<file path="config.mk">
export PLATFORM = sky130hd
export DESIGN_NAME = gae_ctrl
export DESIGN_NICKNAME = d
export VERILOG_FILES = /design/src/rtl/gae_pkg.sv /design/src/rtl/gae_ctrl.sv
export SDC_FILE = /design/constraint.sdc
export NUM_CORES = 1
export LEC_CHECK = 0
export BUFFER_PORTS_ARGS = -buffer_cell sky130_fd_sc_hd__buf_2
export CORE_AREA = 10 10 47 49
export CTS_BUF_LIST = sky130_fd_sc_hd__clkbuf_2 sky130_fd_sc_hd__clkbuf_4 sky130_fd_sc_hd__clkbuf_8
export DETAILED_ROUTE_END_ITERATION = 8
export DIE_AREA = 0 0 57 59
export PLACE_DENSITY = 0.67
export SYNTH_ARGS = -nofsm -noshare
export SYNTH_HDL_FRONTEND = slang
export SYNTH_SLANG_ARGS = --single-unit
</file>
<file path="constraint.sdc">
create_clock -name clk -period 1.9 [get_ports clk]
set_input_delay 0.57 -clock clk [delete_from_list [all_inputs] [get_ports clk]]
set_output_delay 0.57 -clock clk [all_outputs]
set_load 0.005 [all_outputs]
</file>
<file path="src/rtl/gae_pkg.sv">
`default_nettype none
package gae_pkg;

  localparam int DEF_GRID_WIDTH  = 16;
  localparam int DEF_GRID_HEIGHT = 16;
  localparam int DEF_GRID_DEPTH  = 16;

  localparam int CELL_W     = 8;
  localparam int POS_W      = 4;
  localparam int KIND_W     = 2;
  localparam int MASK_W     = 27;
  localparam int NS_W       = 8;
  localparam int COUNT_W    = 5;
  localparam int COORD_W    = 6;
  localparam int CFG_IDX_W  = 2;
  localparam int CFG_DATA_W = 27;

  localparam logic [CFG_IDX_W-1:0] CFG_BORN    = 2'd0;
  localparam logic [CFG_IDX_W-1:0] CFG_SURVIVE = 2'd1;
  localparam logic [CFG_IDX_W-1:0] CFG_STATES  = 2'd2;

  localparam logic [KIND_W-1:0] KIND_WRITE = 2'd0;
  localparam logic [KIND_W-1:0] KIND_READ  = 2'd1;
  localparam logic [KIND_W-1:0] KIND_GEN   = 2'd2;
  localparam logic [KIND_W-1:0] KIND_NONE  = 2'd3;

  localparam logic [NS_W-1:0] NS_RESET = 8'd2;

  typedef struct packed {
    logic [KIND_W-1:0] kind;
    logic [POS_W-1:0]  pos_x;
    logic [POS_W-1:0]  pos_y;
    logic [POS_W-1:0]  pos_z;
    logic [CELL_W-1:0] cell_value;
  } gae_in_t;

  typedef struct packed {
    logic [CELL_W-1:0] read_value;
    logic [KIND_W-1:0] done_kind;
  } gae_out_t;

  typedef struct packed {
    logic take;
    logic clear_step;
    logic cell_write;
    logic read_issue;
    logic read_capture;
    logic nbr_step;
    logic cell_step;
    logic swap;
    logic load_out;
  } gae_cmd_t;

  typedef struct packed {
    logic clear_last;
    logic nbr_last;
    logic cell_last;
    logic out_free;
  } gae_status_t;

  // Toroidal neighbor coordinate: d of 0, 1, 2 means c-1, c, c+1.
  function automatic logic [COORD_W-1:0] wrap_coord(input logic [COORD_W-1:0] c,
                                                    input logic [1:0] d,
                                                    input logic [COORD_W-1:0] last);
    logic [COORD_W-1:0] r;
    r = c;
    if (d == 2'd0) begin
      r = (c == '0) ? last : c - 1'b1;
    end else if (d == 2'd2) begin
      r = (c == last) ? '0 : c + 1'b1;
    end
    return r;
  endfunction

  function automatic logic [CELL_W-1:0] next_state(input logic [CELL_W-1:0] s,
                                                   input logic [COUNT_W-1:0] n,
                                                   input logic [MASK_W-1:0] born,
                                                   input logic [MASK_W-1:0] survive,
                                                   input logic [NS_W-1:0] ns);
    logic [CELL_W-1:0] r;
    if (s == 8'd1) begin
      if (survive[n]) begin
        r = 8'd1;
      end else begin
        r = (ns > 8'd2) ? ns - 1'b1 : '0;
      end
    end else if (s > 8'd2) begin
      r = s - 1'b1;
    end else if (s == 8'd2) begin
      r = '0;
    end else begin
      r = born[n] ? 8'd1 : 8'd0;
    end
    return r;
  endfunction

endpackage
`default_nettype wire

</file>
<file path="src/rtl/gae_ctrl.sv">
`default_nettype none
module gae_ctrl import gae_pkg::*; (
  input  wire logic              clk,
  input  wire logic              rst,
  input  wire logic              in_valid,
  output logic                   in_ready,
  input  wire logic [KIND_W-1:0] in_kind,
  input  wire gae_status_t       status,
  output gae_cmd_t               cmd
);

  typedef enum logic [6:0] {
    S_CLEAR     = 7'b0000001,
    S_IDLE      = 7'b0000010,
    S_READ      = 7'b0000100,
    S_GEN_NBR   = 7'b0001000,
    S_GEN_WAIT  = 7'b0010000,
    S_GEN_WRITE = 7'b0100000,
    S_DONE      = 7'b1000000
  } state_t;

  state_t state, state_next;

  assign in_ready = (state == S_IDLE);

  always_comb begin
    state_next = state;
    cmd        = '0;
    case (state)
      S_CLEAR: begin
        cmd.clear_step = 1'b1;
        if (status.clear_last) begin
          state_next = S_IDLE;
        end
      end
      S_IDLE: begin
        if (in_valid) begin
          cmd.take = 1'b1;
          case (in_kind)
            KIND_WRITE: begin
              cmd.cell_write = 1'b1;
              state_next     = S_DONE;
            end
            KIND_READ: begin
              cmd.read_issue = 1'b1;
              state_next     = S_READ;
            end
            KIND_GEN: state_next = S_GEN_NBR;
            default:  state_next = S_IDLE;
          endcase
        end
      end
      S_READ: begin
        cmd.read_capture = 1'b1;
        state_next       = S_DONE;
      end
      S_GEN_NBR: begin
        cmd.nbr_step = 1'b1;
        if (status.nbr_last) begin
          state_next = S_GEN_WAIT;
        end
      end
      S_GEN_WAIT: state_next = S_GEN_WRITE;
      S_GEN_WRITE: begin
        cmd.cell_step = 1'b1;
        if (status.cell_last) begin
          cmd.swap   = 1'b1;
          state_next = S_DONE;
        end else begin
          state_next = S_GEN_NBR;
        end
      end
      S_DONE: begin
        if (status.out_free) begin
          cmd.load_out = 1'b1;
          state_next   = S_IDLE;
        end
      end
      default: state_next = S_IDLE;
    endcase
  end

  always_ff @(posedge clk) begin
    if (rst) begin
      state <= S_CLEAR;
    end else begin
      state <= state_next;
    end
  end

endmodule
`default_nettype wire

</file>
==> results of run 1 <==
==> worst paths after layout <==
check | startpoint | end | slack [ns] | cells past startpoint
setup / recovery | state[6] | cmd[6] | -0.12 | 5
hold / removal | rst | state[0] | 0.62 | 2
setup reg to reg | state[6] | state[6] | 0.09 | 8
hold reg to reg | state[1] | state[0] | 0.66 | 1
==> cells by family after synthesis <==
logic type	share of synthesized area, %
AO/OA/AOI/OAI	16.4
XOR/XNOR	1.62
buffers and inverters	6.00
multiplexers	1.85
AND/OR/NAND/NOR	48.3
flip-flops	25.9
==> layer usage <==
layer	track usage [%]	vias to the layer above	wire length, µm
met5	0	-	0
met4	4.03	0	32
met3	2.36	8	81
met2	17.5	21	983
met1	9.89	292	753
li1	-	304	-
==> stage by stage <==
step                      util [%]  power, W  setup TNS (ns)  cells
final                         58.8  0.000441          -0.402    113
after detailed placement      49.3  0.000261               0    101
after floorplan                  -  0.000223               0     62
after CTS                     56.7  0.000431          -0.239    114
after global placement        49.3  0.000260               0    101
after global routing          58.8  0.000469          -0.746    113
==> power by group <==
group / internal (W) / switching [W]
registers: 0.000154 / 0.0000185
clock network: 0.0000942 / 0.0000525
logic: 0.0000682 / 0.0000536
==> cell type report <==
| class | instances | share of cell area (%) |
|---|---|---|
| Sequential cell | 7 | 18.2 |
| Inverter | 3 | 1.37 |
| Timing Repair Buffer | 34 | 26.4 |
| Multi-Input combinational cell | 49 | 47.9 |
| Clock buffer | 4 | 3.65 |
| Tap cell | 16 | 2.43 |
==> worst max-delay path, cell delays in order (launching register included) <==
cell and delay, ns:
dfxtp_4 0.35, nor3_4 0.19, nand4b_1 0.20, nor2_1 0.19, and3_1 0.17, buf_2 0.11
==> timing repair <==
item | 4_1_cts | 5_1_grt
buffers inserted | 9 | 3
gates resized for setup | 4 | 10
setup endpoints to repair | 5 | 9
pin swaps | 4 | 9
==> layout by cell type, fill, tap and decap left out, types with 2 or more instances in the layout <==
| cell | netlist | routed |
|---|---|---|
| nor3b_2 | 1 | 2 |
| nor3_4 | 1 | 2 |
| inv_1 | 3 | 3 |
| and2_1 | 2 | 2 |
| and4b_1 | 2 | 2 |
| nand2_1 | 5 | 4 |
| buf_6 | 1 | 2 |
| buf_2 | 2 | 18 |
| nor4b_1 | 3 | 3 |
| clkbuf_4 | 0 | 4 |
| nor2_1 | 5 | 4 |
| nor3b_1 | 5 | 4 |
| dfxtp_2 | 0 | 5 |
| buf_4 | 0 | 14 |
| and3_1 | 2 | 2 |
| nand2b_1 | 2 | 2 |
==> impl_results.md, run 1 <==
* Total die area at 3360 µm²
* Largest net degree at the start of global routing at 10
* Hold WC Path Type: primary input to register
* Top Registers: state (7)
* GRT overflow at 0
* Worst slew margin relative to its limit at 77.7%
* Crit Path Category: register to primary output
* Place WS at 0.163 ns
* Max Fclk at 494 MHz
* Setup crit end kind: primary output
* Initial Util at 38.7%
* Worst setup SP type: register
* H-tree levels at 1
* Post-synth cell types at 35
* Routed WL at 1.85 mm
* Area contributors post-synth: dfxtp_1, nor3b_1, nor4b_1
* Most frequent cell after synthesis: dfxtp_1
* Io pins at 19
* Area after DPL at 691 µm²
* Pwr per Cell Area at 536 nW/µm²
* Yosys reg bits at 7
* Clk_lat worst skew at 0.25 ns
* Wirelength per Cell at 16.4 µm
* Total Routing Usage GR at 9.48%
* Fin nets at 107
* Antenna violations before repair at 0
* Port Buf Inserts at 18
* Via count at 625
* Syn Inst Count at 62
* Failing checks: negative setup slack
* Share of layout cells above drive strength 1 at 54.6%
* Peak VDD IR at 0.000594 V
* Final Cell Area at 823 µm²
* Synthesized area at 542 µm²
* Synth warn at 0
* Initial DRC count at 22
* Root buffer cell: clkbuf_4
* Area Growth Syn to Fin at 52.0%
* Top reg by flops: state
* DRT Pass-1 Iters at 6
* Leak Pwr at 0.398 nW
* Area of the core at 1400 µm²
* Cell Rows at 14
* Reg area at 150 µm²
* Die Width at 57 µm
* Final Max Slew Viols at 0
* Async SR Flop Fraction at 0%
* # fillers at 125
* Number of synthesized flops with an enable pin at 0
* Antenna diodes at 0
* Crit path time final at 2.02 ns
* Final Hold Fails at 0
* Max reg flops at 7
* Post-synth top cells: dfxtp_1, nand2_1, nor2_1, nor3b_1
* Seq/Total Area, Yosys at 25.9%
* Post-Syn Nets at 71
* CP Max Fanout at 4
* Leading area contributor after synthesis: dfxtp_1
* Vias in the first global route at 563
* ANT nets after route at 0
* TritonCTS clock tree: yes
* Syn_area_per_cell at 8.74 µm²
* Setup Viol. Count Final at 4
* Clock tree buffer depth at 2
* Status: finished, violations left
* Fin Clk Skew at 0.00149 ns
* Post-DP HPWL at 1.21 mm
* Hold_ws at 0.617 ns
* CP required at 1.33 ns
* Main flop type after synthesis: dfxtp_1
* Final period utilization at 106%
* RSZ-0062 raised after global routing: yes
* TritonCTS buffer count at 3
* Post-synth top area share at 25.9%
* Data arrival, critical path at 1.45 ns
* Final worst slack at -0.122 ns
* CTS hold repair buffers at 0
* Clk sink count at 7
* Vias per std cell at 5.53
* Max Cap Viol at 0
* Worst-path clk slew at 0.05 ns
* First-pass GRT wire length at 2.61 mm
* Final Wtd Congestion at 0.854
* Multi-input gate area at 394 µm²
* DIE HEIGHT at 59 µm
* Worst slew pin tran at 0.334 ns
* # DRC at 0
Power figures use the tool's default switching activity.
==> inputs of run 2 (changes only) <==
--- a/config.mk
+++ b/config.mk
@@ -11,6 +11,7 @@
 export DETAILED_ROUTE_END_ITERATION = 8
 export DIE_AREA = 0 0 57 59
 export PLACE_DENSITY = 0.67
+export SETUP_SLACK_MARGIN = 0.4
 export SYNTH_ARGS = -nofsm -noshare
 export SYNTH_HDL_FRONTEND = slang
 export SYNTH_SLANG_ARGS = --single-unit
==> impl_results.md, run 2 (same netlist as run 1, synthesis figures left out) <==
* Place WS at 0.104 ns (-0.0592 ns)
* Top Registers: state (7)
* Int Pwr at 0.000306 W (-3.3%)
* WHS Endpoint: state[0]
* Final Max Slew Viols at 0 (unchanged)
* Port Buf Inserts at 18 (unchanged)
* ANT nets after route at 0 (unchanged)
* Combinational power share at 25.0% (-2.6 points)
* Worst setup SP type: register
* Pwr per Cell Area at 546 nW/µm² (+2.0%)
* CP max stage delay at 0.35 ns (about the same)
* Status: finished, violations left
* Max Cap Viol at 0 (unchanged)
* # fillers at 131 (+4.8%)
* Area Growth Syn to Fin at 45.3%
* Slowest-stage cell, CP: dfxtp_2
* First-pass GRT wire length at 2.58 mm (-1.1%)
* Area of the core at 1400 µm² (unchanged)
* Final cell count without fillers at 109 (-3.5%)
* Crit Path Category: register to primary output
* Routed WL at 1.64 mm (-11%)
* TritonCTS buffer count at 3 (unchanged)
* Hold WC Path Type: register to register
* Largest net degree at the start of global routing at 9 (-1)
* Total Routing Usage GR at 9.69% (+0.21 points)
* Worst-path clk slew at 0.06 ns (about the same)
* Clk_lat worst skew at 0.26 ns (about the same)
* Initial DRC count at 8 (-64%)
* Leak Pwr at 0.380 nW (-4.5%)
* Vias in the first global route at 625 (+11%)
* Final period utilization at 106% (-0.70 points)
* CTS hold repair buffers at 0 (unchanged)
* Final worst slack at -0.109 ns (+0.0133 ns)
* Setup Viol. Count Final at 5 (+1)
* Top reg by flops: state
* CP required at 1.33 ns (about the same)
* Final Wtd Congestion at 0.830 (-2.9%)
* RSZ-0062 raised after global routing: yes
* Fin nets at 103 (-3.7%)
* Initial Util at 38.7% (unchanged)
* CP Max Fanout at 4 (unchanged)
* Most frequent cells in the layout: buf_2, buf_4, dfxtp_2
* Worst slew pin tran at 0.286 ns (-0.0476 ns)
* # DRC at 0 (unchanged)
* DIE HEIGHT at 59 µm (unchanged)
* H-tree levels at 1 (unchanged)
* Antenna violations before repair at 0 (unchanged)
* Final Hold Fails at 0 (unchanged)
* Final Power at 0.000430 W (-2.5%)
* Reg-to-reg slack, setup at 0.33 ns (+0.24 ns)
* Setup crit end kind: primary output
* Clk sink count at 7 (unchanged)
* Leading cell type in the layout, fill and taps excluded: buf_2
* Max reg flops at 7 (unchanged)
* Wirelength per Cell at 15.1 µm (-8.0%)
* Max Fclk at 498 MHz (+0.66%)
* Worst r2r src: state[6]
* Placed cells at 100 (-0.99%)
* Switching Share at 28.8% (+0.54 points)
* Worst r2r path cells at 7 (-1)
* Post-DP HPWL at 1.22 mm (+0.52%)
* Vias per std cell at 5.60 (+1.2%)
* Die Width at 57 µm (unchanged)
* Worst Hold Depth at 1 (-1)
* Io pins at 19 (unchanged)
* Total die area at 3360 µm² (unchanged)
* Fin Setup TNS at -0.361 ns (+0.0416 ns)
* Clock tree buffer depth at 2 (unchanged)
* Sequential power share at 39.1% (about the same)
* TritonCTS clock tree: yes
* Share of layout cells above drive strength 1 at 55.9% (+1.3 points)
* Via count at 610 (-2.4%)
* GRT overflow at 0 (unchanged)
* FF-to-FF End: state[1]
* Data arrival, critical path at 1.44 ns (about the same)
* Fin Clk Skew at 0.00529 ns (+0.00380 ns)
* Clock group share of total power at 35.9% (+2.6 points)
* Psw at 0.000124 W (-0.67%)
* DRT Pass-1 Iters at 4 (-2)
* Cells along the critical path: nor3_4, nand4b_1, nor2_2, and3_1, buf_2
* Peak VDD IR at 0.000363 V (-39%)
* Cell Rows at 14 (unchanged)
* Antenna diodes at 0 (unchanged)
* Crit path time final at 2.01 ns (-0.0133 ns)
* Failing checks: negative setup slack
* Worst slew margin relative to its limit at 80.6% (+3.0 points)
* Root buffer cell: clkbuf_4
* Min-delay src: state[1]
* Final core occ at 56.2% (-2.6 points)
run 2: through the flow:
stage	hold WS, ns	instance area (µm²)
2_1_floorplan	0.585	546
6_report	0.589	787
3_5_place_dp	0.613	687
4_1_cts	0.604	764
3_3_place_gp	0.611	687
5_1_grt	0.637	787
run 2: critical path: cells and delay by family (launching register included):
family	cells	cell delay, ns
simple gates	4	0.73
buf+inv	1	0.11
flops	1	0.35
run 2: what timing repair did:
item,CTS,global route
buffers inserted,4,1
setup endpoints to repair,11,14
pin swaps,5,5
resized for setup,8,5
run 2: how the worst max path moves through the flow:
stage	start	to	slack (ns)	cells past startpoint
2_1_floorplan	state[3]	cmd[6]	0.27	5
4_1_cts	state[6]	cmd[5]	-0.09	5
3_3_place_gp	state[4]	cmd[6]	0.15	5
6_report	state[6]	cmd[5]	-0.11	5
3_5_place_dp	state[4]	cmd[6]	0.10	5
5_1_grt	state[6]	cmd[6]	-0.20	5
run 2: power by group through the flow:
stage,registers (W),clock network [W],logic [W]
after detailed placement,0.000172,0,0.0000890
after CTS,0.000168,0.000158,0.0000981
after floorplan,0.000166,0,0.0000559
after global placement,0.000170,0,0.0000891
after global routing,0.000170,0.000168,0.000116
final,0.000168,0.000154,0.000107
run 2: cell type report:
class	count	area, µm²	area share (%)
well taps	16	20.0	2.54
inverters	3	11.3	1.43
repair buffers	30	188	23.8
clock buffers	4	30.0	3.82
flip-flops and latches	7	150	19.1
multi-input cells	49	388	49.3
run 2: layer usage:
layer | GRT usage, % | vias up | wire length [µm]
li1 | - | 294 | -
met1 | 9.05 | 295 | 678
met3 | 3.00 | 6 | 63
met5 | 0 | - | 0
met2 | 17.4 | 15 | 852
met4 | 7.38 | 0 | 49
==> inputs of run 3 (changes only) <==
--- a/config.mk
+++ b/config.mk
@@ -7,7 +7,7 @@
 export LEC_CHECK = 0
 export BUFFER_PORTS_ARGS = -buffer_cell sky130_fd_sc_hd__buf_2
 export CORE_AREA = 10 10 47 49
-export CTS_BUF_LIST = sky130_fd_sc_hd__clkbuf_2 sky130_fd_sc_hd__clkbuf_4 sky130_fd_sc_hd__clkbuf_8
+export CTS_BUF_LIST = sky130_fd_sc_hd__clkbuf_8 sky130_fd_sc_hd__clkbuf_16
 export DETAILED_ROUTE_END_ITERATION = 8
 export DIE_AREA = 0 0 57 59
 export PLACE_DENSITY = 0.67
==> impl_results.md, run 3 (same netlist as run 1, synthesis figures left out) <==
* Max reg flops at 7 (unchanged)
* TritonCTS buffer count at 3 (unchanged)
* # fillers at 133 (+1.5%)
* Worst-path clk slew at 0.04 ns (-0.02 ns)
* Reg-to-reg slack, setup at 0.17 ns (-0.16 ns)
* Via count at 593 (-2.8%)
* Failing checks: negative setup slack
* Leak Pwr at 0.394 nW (+3.6%)
* Cell Rows at 14 (unchanged)
* Antenna diodes at 0 (unchanged)
* Data arrival, critical path at 1.35 ns (-0.09 ns)
* H-tree levels at 1 (unchanged)
* Final Wtd Congestion at 0.830 (unchanged)
* Io pins at 19 (unchanged)
* Area Growth Syn to Fin at 50.8%
* DIE HEIGHT at 59 µm (unchanged)
* # DRC at 0 (unchanged)
* Worst slew pin tran at 0.285 ns (-0.00151 ns)
* Clk sink count at 7 (unchanged)
* Hold_ws at 0.570 ns (-0.0191 ns)
* Multi-input gate area at 394 µm² (+1.6%)
* ANT nets after route at 0 (unchanged)
* Setup crit end kind: primary output
* CTS hold repair buffers at 0 (unchanged)
* Worst slew margin relative to its limit at 80.9% (+0.29 points)
* Most frequent cells in the layout: buf_2, buf_4, inv_1, nor3b_1, nand2_1
* Crit Path Category: register to primary output
* Initial Util at 38.7% (unchanged)
* Status: finished, violations left
* Fin Clk Skew at 0.00482 ns (-0.000471 ns)
* CP required at 1.33 ns (about the same)
* Fin nets at 104 (+0.97%)
* Top reg by flops: state
* GRT overflow at 0 (unchanged)
* CP max stage delay at 0.34 ns (about the same)
* Clock tree buffer depth at 2 (unchanged)
* DRT Pass-1 Iters at 4 (unchanged)
* WHS Endpoint: state[0]
* Port Buf Inserts at 18 (unchanged)
* Worst setup SP type: register
* Wirelength per Cell at 15.2 µm (+0.54%)
* Top Registers: state (7)
* Share of layout cells above drive strength 1 at 54.3% (-1.7 points)
* Peak VDD IR at 0.000411 V (+13%)
* Final period utilization at 101% (-4.9 points)
* FF-to-FF End: state[2]
* Min-delay src: state[1]
* Root buffer cell: clkbuf_8
* Final Max Slew Viols at 0 (unchanged)
* Total die area at 3360 µm² (unchanged)
* Slowest-stage cell, CP: dfxtp_2
* Max Fclk at 522 MHz (+4.8%)
* Total Routing Usage GR at 10.5% (+0.82 points)
* Leading cell type in the layout, fill and taps excluded: buf_2
* Worst r2r path cells at 9 (+2)
* Antenna violations before repair at 0 (unchanged)
* Final worst slack at -0.0160 ns (+0.0929 ns)
* Clk_lat worst skew at 0.23 ns (-0.03 ns)
* Worst Hold Depth at 1 (unchanged)
* Setup Viol. Count Final at 4 (-1)
* Initial DRC count at 4 (-4)
* CP Max Fanout at 4 (unchanged)
* Cells along the critical path: nor3_4, buf_4, and4b_1, and2_1, buf_2
* Vias per std cell at 5.39 (-3.7%)
* Routed WL at 1.67 mm (+1.5%)
* RSZ-0062 raised after global routing: yes
* Largest net degree at the start of global routing at 9 (unchanged)
* Post-DP HPWL at 1.22 mm (unchanged)
* Area of the core at 1400 µm² (unchanged)
* Reg area at 155 µm² (+3.3%)
* Pwr per Cell Area at 606 nW/µm² (+11%)
* Vias in the first global route at 632 (+1.1%)
* Final core occ at 58.3% (+2.1 points)
* Max Cap Viol at 0 (unchanged)
* TritonCTS clock tree: yes
* Worst r2r src: state[1]
* First-pass GRT wire length at 2.79 mm (+8.0%)
* Crit path time final at 1.92 ns (-0.0929 ns)
* Hold WC Path Type: register to register
* Die Width at 57 µm (unchanged)
* Final Hold Fails at 0 (unchanged)
[run 3: cell count changes in the layout (fill, tap and decap cells not counted)]
cell / delta
buf_4: +2
buf_6: -1
clkbuf_4: -4
clkbuf_8: +3
dfxtp_2: -2
dfxtp_4: +2
inv_1: +1
nor2_1: +1
nor2_2: -1
nor4_2: -1
nor4_4: +1
[run 3: final cells by class]
class	count	area share, %
clock buffer	3	5.05
timing repair buffer	31	23.4
clock inverter	1	0.459
multi-input combinational	49	48.2
inverter	3	1.38
sequential	7	19.0
tap	16	2.45
[run 3: critical path: cells and delay by family, from the launching register on]
| kind | cells | cell delay [ns] |
|---|---|---|
| AND/OR/NAND/NOR | 3 | 0.52 |
| flip-flops | 1 | 0.34 |
| buffers and inverters | 2 | 0.25 |
[run 3: timing repair]
item,in CTS,in global routing
endpoints found under the setup margin,11,13
pin swaps,6,1
setup buffers,6,0
endpoints found under the hold margin,0,0
gates resized for setup,14,0
[run 3: report_power, final]
part / switching (W) / leakage, nW / internal [W]
logic: 0.0000512 / 0.307 / 0.0000653
registers: 0.0000170 / 0.0602 / 0.000154
clock network: 0.0000678 / 0.0269 / 0.000140
[run 3: stage by stage]
step / instance area (µm²) / power (W) / instances / setup slack, ns / setup TNS, ns
after floorplan: 546 / 0.000222 / 62 / 0.269 / 0
after global placement: 687 / 0.000259 / 100 / 0.149 / 0
after detailed placement: 687 / 0.000261 / 100 / 0.104 / 0
after CTS: 817 / 0.000497 / 110 / -0.0235 / -0.0665
after global routing: 817 / 0.000522 / 110 / -0.107 / -0.475
final: 817 / 0.000495 / 110 / -0.0160 / -0.0388
[run 3: worst max path at each step]
| stage | start | to | slack (ns) |
|---|---|---|---|
| after floorplan | state[3] | cmd[6] | 0.27 |
| after global placement | state[4] | cmd[6] | 0.15 |
| after detailed placement | state[4] | cmd[6] | 0.10 |
| after CTS | state[6] | cmd[1] | -0.02 |
| after global routing | state[6] | cmd[6] | -0.11 |
| final | state[6] | cmd[1] | -0.02 |
[run 3: metal layers]
layer	vias to the layer above	share of wire [%]	GRT usage [%]
met1	278	41	10.2
met4	0	3.4	8.05
met5	-	0	0
met3	6	3.6	3.00
met2	11	52	18.4
li1	298	-	-
